<file path="config.mk">
export PLATFORM = sky130hd
export DESIGN_NAME = clause_scoreboard_dependency_tracker_unit
export DESIGN_NICKNAME = d
export VERILOG_FILES = /design/src/hw/rtl/csdt_pkg.sv /design/src/hw/rtl/clause_scoreboard_dependency_tracker_unit.sv /design/src/hw/rtl/csdt_slot.sv
export SDC_FILE = /design/constraint.sdc
export NUM_CORES = 2
export LEC_CHECK = 0
export BUFFER_PORTS_ARGS = -buffer_cell sky130_fd_sc_hd__buf_4
export CAP_MARGIN = 20
export CORE_MARGIN = 3
export CORE_UTILIZATION = 45
export CTS_CLUSTER_DIAMETER = 30
export CTS_CLUSTER_SIZE = 14
export DETAILED_ROUTE_END_ITERATION = 8
export PLACE_DENSITY = 0.71
export SYNTH_ARGS = -nofsm -noshare
export SYNTH_HDL_FRONTEND = slang
export SYNTH_SLANG_ARGS = --single-unit
</file>
<file path="constraint.sdc">
create_clock -name clk -period 13 [get_ports clk]
set_input_delay 0.65 -clock clk [delete_from_list [all_inputs] [get_ports clk]]
set_output_delay 0.65 -clock clk [all_outputs]
set_load 0.02 [all_outputs]
</file>
<file path="src/hw/rtl/csdt_pkg.sv">
// package for the clause scoreboard dependency tracker
// holds op codes, fixed field widths, parameter defaults and slot control and status types
// no dependencies
`timescale 1ns / 1ps

package csdt_pkg;

	localparam int OP_W   = 2;
	localparam int MASK_W = 64;
	localparam int SLOT_W = 3;
	localparam int DEP_W  = 8;

	localparam logic [OP_W-1:0] OP_INSTR      = 2'd0;
	localparam logic [OP_W-1:0] OP_CLAUSE_END = 2'd1;
	localparam logic [OP_W-1:0] OP_CLEAR      = 2'd2;

	localparam int SERIAL_SLOT = 0;

	localparam int NUM_SLOTS_DEF     = 8;
	localparam int NUM_REGISTERS_DEF = 64;
	localparam int GENERAL_SLOTS_DEF = 6;

	typedef struct packed {
		logic instr;
		logic wipe;
		logic rec_read;
		logic rec_write;
	} slot_cmd_t;

	typedef struct packed {
		logic dep_hit;
		logic bar_hit;
	} slot_stat_t;

endpackage

</file>
<file path="src/hw/rtl/clause_scoreboard_dependency_tracker_unit.sv">
// top level of the clause scoreboard dependency tracker
// depends on csdt_pkg and csdt_slot
`timescale 1ns / 1ps

// Usage:
// in channel (in_valid/in_ready) carries one word per instruction, clause end
// or clear item. out channel (out_valid/out_ready) carries one word per clause
// end: the slots the clause waits on and the staging hazard flag.
// cfg channel (cfg_valid/cfg_ready, cfg_data) writes serialize_all; cfg_ready
// is always high and the register is meant to change only while idle.
// An item taken in is checked against all slots in the following cycle,
// from the input stage register; a clause-end result goes from the input
// stage into the output register and then shows on out_valid. One word per
// cycle while no result is stalled; every slot compares in parallel.
// A result waits in the output register while out_ready is low; a clause end
// behind it then holds in the input stage and in_ready drops. Instruction and
// clear words keep flowing past a stalled result.
// Reset clears all slot sets, pending dependencies, the barrier flag and
// serialize_all; the block takes words in the first cycle after reset.
module clause_scoreboard_dependency_tracker_unit #(
	parameter int NUM_SLOTS     = csdt_pkg::NUM_SLOTS_DEF,
	parameter int NUM_REGISTERS = csdt_pkg::NUM_REGISTERS_DEF,
	parameter int GENERAL_SLOTS = csdt_pkg::GENERAL_SLOTS_DEF
) (
	input  logic                         clk,
	input  logic                         arst_n,
	input  logic                         in_valid,
	output logic                         in_ready,
	input  logic [csdt_pkg::OP_W-1:0]    op,
	input  logic [csdt_pkg::MASK_W-1:0]  read_mask,
	input  logic [csdt_pkg::MASK_W-1:0]  write_mask,
	input  logic                         has_message,
	input  logic [csdt_pkg::SLOT_W-1:0]  slot,
	input  logic [csdt_pkg::MASK_W-1:0]  staging_read_mask,
	input  logic                         records_writes,
	input  logic                         serialize,
	input  logic                         is_barrier,
	output logic                         out_valid,
	input  logic                         out_ready,
	output logic [csdt_pkg::DEP_W-1:0]   dependencies,
	output logic                         staging_hazard,
	input  logic                         cfg_valid,
	output logic                         cfg_ready,
	input  logic                         cfg_data
);

	localparam int DW = csdt_pkg::DEP_W;

	// input stage
	logic                              valid_s1;
	logic [csdt_pkg::OP_W-1:0]         op_s1;
	logic [NUM_REGISTERS-1:0]          rd_s1;
	logic [NUM_REGISTERS-1:0]          wr_s1;
	logic                              msg_s1;
	logic [csdt_pkg::SLOT_W-1:0]       slot_s1;
	logic [NUM_REGISTERS-1:0]          stg_s1;
	logic                              recw_s1;
	logic                              ser_s1;
	logic                              bar_s1;

	logic                              serialize_all_q;
	logic [DW-1:0]                     pend_dep_q;
	logic                              pend_bar_q;
	logic                              out_valid_q;
	logic [DW-1:0]                     dep_q;
	logic                              sbar_q;

	logic                              is_instr;
	logic                              is_end;
	logic                              is_clear;
	logic                              out_free;
	logic                              adv;
	logic                              end_adv;

	csdt_pkg::slot_cmd_t               cmd  [NUM_SLOTS];
	csdt_pkg::slot_stat_t              stat [NUM_SLOTS];
	logic [NUM_SLOTS-1:0]              bar_hits;
	logic [DW-1:0]                     dep_hits;
	logic [DW-1:0]                     gen_mask;
	logic [DW-1:0]                     extra_dep;

	assign is_instr = (op_s1 == csdt_pkg::OP_INSTR);
	assign is_end   = (op_s1 == csdt_pkg::OP_CLAUSE_END);
	assign is_clear = (op_s1 == csdt_pkg::OP_CLEAR);

	assign out_free = !out_valid_q || out_ready;
	assign adv      = valid_s1 && (!is_end || out_free);
	assign end_adv  = adv && is_end;
	assign in_ready = !valid_s1 || adv;

	assign cfg_ready = 1'b1;

	for (genvar i = 0; i < NUM_SLOTS; i++) begin : g_slot
		assign cmd[i].instr     = adv && is_instr;
		assign cmd[i].wipe      = adv && is_clear;
		assign cmd[i].rec_read  = end_adv && msg_s1 && (32'(slot_s1) == i);
		assign cmd[i].rec_write = end_adv && msg_s1 && recw_s1 && (32'(slot_s1) == i);
		assign bar_hits[i]      = stat[i].bar_hit;

		csdt_slot #(
			.NUM_REGISTERS(NUM_REGISTERS)
		) u_slot (
			.clk    (clk),
			.arst_n (arst_n),
			.cmd    (cmd[i]),
			.rd     (rd_s1),
			.wr     (wr_s1),
			.staging(stg_s1),
			.stat   (stat[i])
		);
	end

	// slots above the output width are dropped
	for (genvar i = 0; i < DW; i++) begin : g_dep
		if (i < NUM_SLOTS) begin : g_in
			assign dep_hits[i] = stat[i].dep_hit;
		end else begin : g_out
			assign dep_hits[i] = 1'b0;
		end
		assign gen_mask[i] = (i < GENERAL_SLOTS);
	end

	always_comb begin
		extra_dep = '0;
		if (msg_s1) begin
			if (ser_s1 || serialize_all_q) begin
				extra_dep[csdt_pkg::SERIAL_SLOT] = 1'b1;
			end
			if (bar_s1) begin
				extra_dep = extra_dep | gen_mask;
			end
		end
	end

	always_ff @(posedge clk or negedge arst_n) begin
		if (!arst_n) begin
			serialize_all_q <= 1'b0;
		end else if (cfg_valid && cfg_ready) begin
			serialize_all_q <= cfg_data;
		end
	end

	always_ff @(posedge clk or negedge arst_n) begin
		if (!arst_n) begin
			valid_s1 <= 1'b0;
		end else if (in_ready) begin
			valid_s1 <= in_valid;
		end
	end

	always_ff @(posedge clk) begin
		if (in_ready && in_valid) begin
			op_s1   <= op;
			rd_s1   <= read_mask[NUM_REGISTERS-1:0];
			wr_s1   <= write_mask[NUM_REGISTERS-1:0];
			msg_s1  <= has_message;
			slot_s1 <= slot;
			stg_s1  <= staging_read_mask[NUM_REGISTERS-1:0];
			recw_s1 <= records_writes;
			ser_s1  <= serialize;
			bar_s1  <= is_barrier;
		end
	end

	always_ff @(posedge clk or negedge arst_n) begin
		if (!arst_n) begin
			pend_dep_q <= '0;
			pend_bar_q <= 1'b0;
		end else if (adv && is_instr) begin
			pend_dep_q <= pend_dep_q | dep_hits;
			pend_bar_q <= pend_bar_q | (|bar_hits);
		end else if (end_adv) begin
			pend_dep_q <= '0;
			pend_bar_q <= 1'b0;
		end
	end

	always_ff @(posedge clk or negedge arst_n) begin
		if (!arst_n) begin
			out_valid_q <= 1'b0;
		end else if (end_adv) begin
			out_valid_q <= 1'b1;
		end else if (out_ready) begin
			out_valid_q <= 1'b0;
		end
	end

	always_ff @(posedge clk) begin
		if (end_adv) begin
			dep_q  <= pend_dep_q | extra_dep;
			sbar_q <= pend_bar_q;
		end
	end

	assign out_valid      = out_valid_q;
	assign dependencies   = dep_q;
	assign staging_hazard = sbar_q;

	a_end_clears_pending: assert property (@(posedge clk) disable iff (!arst_n)
		end_adv |=> (pend_dep_q == '0) && !pend_bar_q)
		else $error("pending state kept after clause end");

	a_stall_cause: assert property (@(posedge clk) disable iff (!arst_n)
		!in_ready |-> valid_s1 && is_end && out_valid_q && !out_ready)
		else $error("input stalled without a blocked clause end");

	a_result_source: assert property (@(posedge clk) disable iff (!arst_n)
		$rose(out_valid_q) |-> $past(end_adv))
		else $error("result raised without a clause end");

endmodule

</file>
<file path="src/hw/rtl/csdt_slot.sv">
// one dependency slot: staging read set and write set with hazard checks
// depends on csdt_pkg
`timescale 1ns / 1ps

module csdt_slot #(
	parameter int NUM_REGISTERS = csdt_pkg::NUM_REGISTERS_DEF
) (
	input  logic                     clk,
	input  logic                     arst_n,
	input  csdt_pkg::slot_cmd_t      cmd,
	input  logic [NUM_REGISTERS-1:0] rd,
	input  logic [NUM_REGISTERS-1:0] wr,
	input  logic [NUM_REGISTERS-1:0] staging,
	output csdt_pkg::slot_stat_t     stat
);

	logic [NUM_REGISTERS-1:0] rset_q;
	logic [NUM_REGISTERS-1:0] wset_q;
	logic                     w_hit;
	logic                     r_hit;

	assign w_hit = |(wset_q & (rd | wr));
	// a slot emptied by a write hit has no read set left to conflict
	assign r_hit = !w_hit && (|(rset_q & wr));

	assign stat.dep_hit = cmd.instr && w_hit;
	assign stat.bar_hit = cmd.instr && r_hit;

	always_ff @(posedge clk or negedge arst_n) begin
		if (!arst_n) begin
			rset_q <= '0;
			wset_q <= '0;
		end else if (cmd.wipe) begin
			rset_q <= '0;
			wset_q <= '0;
		end else if (cmd.instr) begin
			if (w_hit) begin
				rset_q <= '0;
				wset_q <= '0;
			end else if (r_hit) begin
				rset_q <= '0;
			end
		end else if (cmd.rec_read) begin
			rset_q <= rset_q | staging;
			if (cmd.rec_write) begin
				wset_q <= wset_q | wr;
			end
		end
	end

	a_wipe_empties: assert property (@(posedge clk) disable iff (!arst_n)
		cmd.wipe |=> (rset_q == '0) && (wset_q == '0))
		else $error("slot not empty after clear");

	a_dep_empties: assert property (@(posedge clk) disable iff (!arst_n)
		stat.dep_hit && !cmd.wipe |=> (rset_q == '0) && (wset_q == '0))
		else $error("slot not emptied after write hit");

endmodule
</file>
== Word-level counts from Yosys, hierarchy flattened ==
Cells that the tools add are included.
Word-level totals
  flip-flop bits (word level): 1246
  output and inout port bits: 12
  input bits: 207
Operators by class
  multiplexer cells: 89
  equality and inequality tests: 25
  bitwise operators: 36
  reduce and logical (&&, ||, !) cells: 115
Operators by type and width (number)
  $mux 64: 80
  $or 64x64->64: 17
  $and 64x64->64: 16
  $reduce_or 64->1: 16
  $reduce_bool 3->1: 16
  $logic_and 1x1->1: 47
  $ne 4x2->1 const B: 7
  $mux 8: 3
  $reduce_and 3->1: 8
  $ne 3x2->1 const B: 7
  $or 8x8->8: 2
  $reduce_and 2->1: 8
  $eq 3x3->1 const B: 4
  $logic_not 1->1: 11
  $reduce_or 8->1: 1
  $eq 3x2->1 const B: 2
  $mux 6: 1
  $mux 1: 5
  $logic_or 1x1->1: 4
  $ne 4x4->1 const B: 1
  $reduce_bool 2->1: 2
  $eq 3x1->1 const B: 1
  $logic_not 3->1: 1
  $ne 3x3->1 const B: 1
  4 further kinds: 4

== Depth between registers and ports, before layout ==
  depth after elaboration: 12
  mapped depth: 9
  depth with buffers taken out: 7

== By module ==
A second synthesis with hierarchy kept.
Second synthesis, totals
  cell total of the unflattened synthesis: 4799
  area total of the unflattened synthesis: 54976.5 sq um
Modules (own cells, without submodules)
  csdt_slot: instances 8, area each 5992.0 sq um, cells an instance 563
  clause_scoreboard_dependency_tracker_unit: instances 1, area each 7040.5 sq um, cells an instance 295

== Worst setup path after synthesis ==
Ideal clock, no wire load.
  path type: input -> register
  start point: input out_ready
  end point: register bar_s1, enable pin
  path slack: 2.474 ns
  cell stages on the path: 3
  data required time: 12.210 ns
  arrival: 9.736 ns
  cells stage by stage: nand2b_1 > nor2_1 > nor2b_1
Between the ends
  word-level cells in the longest chain between the ends: 5
RTL lines
  start: declaration: line clause_scoreboard_dependency_tracker_unit.sv:39  | input logic out_ready,
  $logic_or 1x1->1: line clause_scoreboard_dependency_tracker_unit.sv:86  | assign out_free = !out_valid_q || out_ready;
  $logic_or 1x1->1: line clause_scoreboard_dependency_tracker_unit.sv:87  | assign adv = valid_s1 && (!is_end || out_free);
  $logic_and 1x1->1: line clause_scoreboard_dependency_tracker_unit.sv:87
  $logic_or 1x1->1: line clause_scoreboard_dependency_tracker_unit.sv:89  | assign in_ready = !valid_s1 || adv;
  $logic_and 1x1->1: line clause_scoreboard_dependency_tracker_unit.sv:152  | if (in_ready && in_valid) begin
  end signal: assignment: line clause_scoreboard_dependency_tracker_unit.sv:161  | bar_s1 <= is_barrier;
  end: declaration: line clause_scoreboard_dependency_tracker_unit.sv:59  | logic bar_s1;
No other way between the ends.
A chain may end at the register's enable or synchronous reset.

== Worst setup path in the final report ==
  start point: register wr_s1[53]
  end point: register g_slot[2].u_slot.rset_q[38]
Between the ends
  word-level cells in the longest chain between the ends: 7
  elaborated cells on any way between the ends: 12
RTL lines
  start: declaration: line clause_scoreboard_dependency_tracker_unit.sv:53  | logic [NUM_REGISTERS-1:0] wr_s1;
  start signal: assignment: line clause_scoreboard_dependency_tracker_unit.sv:155  | wr_s1 <= write_mask[NUM_REGISTERS-1:0];
  $or 64x64->64: line csdt_slot.sv:22  | assign w_hit = |(wset_q & (rd | wr));
  $and 64x64->64: line csdt_slot.sv:22
  $reduce_or 64->1: line csdt_slot.sv:22
  $logic_not 1->1: line csdt_slot.sv:24  | assign r_hit = !w_hit && (|(rset_q & wr));
  $logic_and 1x1->1: line csdt_slot.sv:24
  $ne 4x2->1 (no source line)
  $reduce_and 2->1 (no source line)
  end signal: assignment: line csdt_slot.sv:44  | rset_q <= rset_q | staging;
  end: declaration: line csdt_slot.sv:17  | logic [NUM_REGISTERS-1:0] rset_q;
Several ways; a longest one is shown, not always the timed one.

==> flow_summary.ini <==
[routing]
first_iter_violations = 6550
via_count = 43800
dr.pass1.iters = 7
drc = 0
vias_per_cell = 6.49
final_antenna_net_count = 0
wl_per_cell_um = 29.2
wirelength_um = 197000

[floorplan]
die_w_um = 339
dieArea_um2 = 115000
coreArea_um2 = 109000
initial_core_util = 0.455
ios = 219
die_y_um = 339
fp-row-count = 121

[yosys]
syn_inst = 4781
async_reset_ff_frac = 0.831
synth_flop_cell = dfrtp_1
syn-cell-area_um2 = 49800
synth.largest_area_cell = dfrtp_1
synth.avg_cell_area_um2 = 10.4
yosys.cell_types.count = 35
synth-edff-count = 210
synth_seq_cells = 1246
ys_warn_count = 0
seq_area_frac_synth = 0.648
synth_nets = 4988
synth.area.top_cells = dfrtp_1 52%, edfxtp_1 13%, a21oi_1 10%
synth_top_area_frac = 0.521

[clock_tree]
clk_latency_ns = 0.82
cts_setup_buffers = 0
cts_buffers = 218
cts_tree = done
clockBufferDepth = 3
cts_sinks = 1246
path_clk_slew_ns = 0.05
hold_buffers = 123
cts.htree.levels = 4
ctsResizeCount = 0
root_buffer = clkbuf_16

[pwr]
leakagePower_nw = 26.8
p_per_area_nw_per_um2 = 194
total_power_mw = 12.0
peakVddDrop_v = 0.000132

[final_layout]
area_growth_pct = 24.3
fillerInstances = 9042
drive_gt1_frac = 0.146
design_area_um2 = 61900
final_util = 0.566
final_nets = 5273

[grt]
grt_pass1_vias = 42400
grt-ovfl-total = 0
grt_max_degree = 193
grt_antenna_before_repair = 14
grt_pass1_wl_um = 285000
grtUsageTotal = 0.337

[timing]
tightest_slew_ns = 1.34
setup_viol = 0
tns_ns = 0
slew_viol_final = 0
hold_viol = 0
post-route-min-period_ns = 4.31
max_freq_ghz = 0.232
rsz0062_at_grt = false
skew_ns = 0.0486
fin_crit_sh = 0.332
setup_slack_ns = 8.69
slew_headroom = 0.105

[placed_design]
placed_cell_area_um2 = 52800
preCtsSetupSlack_ns = 8.84
dp_hpwl_um = 117000
port_buffers = 217
place.gp.congestion = 0.961

[flow_run]
cap_violations = 0

[critical_path]
cp-end-kind = flip-flop
critical_path_class = reg2reg
startpoint_type = flip-flop
cp_data_required_time_ns = 13.64
worstPathArrival_ns = 4.95
crit_path_max_fanout = 64

[worst_hold_path]
hold_path_class = in2reg

[outcome]
status = complete, no violations
-- stage by stage --
step	instances	hold WS, ns
final	6742	0.0246
after global routing	6736	0.0125
after CTS	6731	0.0000192
after detailed placement	6194	0.476
after global placement	6194	0.469
after floorplan	4781	0.354
-- critical path, cell delays in order (launching register included) --
cell      delay, ns
edfxtp_1       0.35
buf_4          0.30
a22o_1         0.29
a221oi_1       1.03
nand4_1        0.50
nor4_2         0.73
a31oi_4        0.14
buf_4          0.41
a21oi_1        0.28
nor2_1         0.06
-- area by class of cell --
class | instances | area [um2] | area share
diodes | 6 | 15.0 | 0.000243
clock buffers | 271 | 5990 | 0.0969
clock inverters | 143 | 1750 | 0.0283
inverters | 2 | 7.51 | 0.000121
multi-input cells | 3140 | 16200 | 0.262
flip-flops and latches | 1246 | 32200 | 0.521
well taps | 1476 | 1850 | 0.0299
repair buffers | 458 | 3830 | 0.0619
-- power by group --
part | switching (mW) | internal, mW
Sequential | 0.347 | 4.42
Combinational | 0.862 | 0.443
Clock | 2.11 | 3.79
-- kinds of logic (layout without fill, tap and decap cells) --
group           Yosys count  after routing  synth area share
simple gates           1292           1292             0.112
other cells               1              7         0.0000753
flops                  1246           1246             0.648
mux                       1              1          0.000226
buf+inv                 395            874            0.0331
compound gates         1846           1846             0.207
-- routing by layer --
| layer | vias up | track usage | routed length, um |
|---|---|---|---|
| li1 | 17800 | - | - |
| met5 | - | 0 | 13 |
| met2 | 3591 | 0.488 | 83800 |
| met1 | 21500 | 0.420 | 67800 |
| met3 | 936 | 0.115 | 27500 |
| met4 | 2 | 0.244 | 17400 |
-- worst paths after layout --
check | start | slack [ns] | end | depth (start not counted)
worst max-delay path | wr_s1[53] | 8.69 | g_slot[2].u_slot.rset_q[38] | 9
worst min-delay path | read_mask[57] | 0.02 | rd_s1[57] | 1
worst max register to register | wr_s1[53] | 8.69 | g_slot[2].u_slot.rset_q[38] | 9
worst min register to register | g_slot[4].u_slot.wset_q[11] | 0.48 | g_slot[4].u_slot.wset_q[11] | 2
max in group asynchronous | arst_n | 9.32 | g_slot[3].u_slot.rset_q[25] | 5
min in group asynchronous | arst_n | 0.45 | g_slot[4].u_slot.wset_q[53] | 2
-- synth_stat cells (8+ instances only) --
cell,n
edfxtp_1,210
and4_1,8
o21ai_0,521
a22o_1,128
buf_1,14
nor2_1,1042
dfrtp_1,1036
buf_6,12
a21oi_2,9
a21oi_1,1043
a221oi_1,128
nand2_1,11
nand4_1,168
clkbuf_1,310
nor4_1,33
nand2b_1,10
buf_2,55
-- registers in the layout, indices dropped and copies added, names as in the netlist --
register	count
g_slot.u_slot.rset_q	512
g_slot.u_slot.wset_q	512
rd_s1	64
stg_s1	64
wr_s1	64
dependencies	8
pend_dep_q	8
slot_s1	3
op_s1	2
bar_s1	1
msg_s1	1
out_valid	1
pend_bar_q	1
recw_s1	1
ser_s1	1
serialize_all_q	1
staging_hazard	1
valid_s1	1
-- layout by cell type (no fill, tap or decap), types with 3 or more instances in the layout --
cell	synthesis	layout
nand2b_1	10	9
clkinv_2	0	30
nor4_2	6	9
a22o_1	128	128
o22ai_1	4	4
clkbuf_8	0	21
a221oi_1	128	128
clkinv_1	0	6
clkinv_16	0	4
clkinvlp_4	0	23
clkinv_4	0	18
dfrtp_1	1036	1036
nor2b_1	5	4
a31oi_4	2	8
nand4_1	168	168
edfxtp_1	210	210
buf_4	2	327
diode_2	0	6
a31oi_1	4	4
bufinv_16	0	24
a21oi_4	0	16
inv_16	0	5
dlygate4sd3_1	0	123
clkbuf_1	310	26
inv_4	0	4
o21ai_0	521	521
nand2_1	11	11
nor2_1	1042	1034
a21oi_1	1043	1036
inv_6	0	25
nor4_1	33	30
nor2_4	0	9
clkbuf_16	0	224
clkinv_8	0	3
and4_1	8	8
buf_12	0	3
Note: power is estimated with default switching activity, not from simulation.
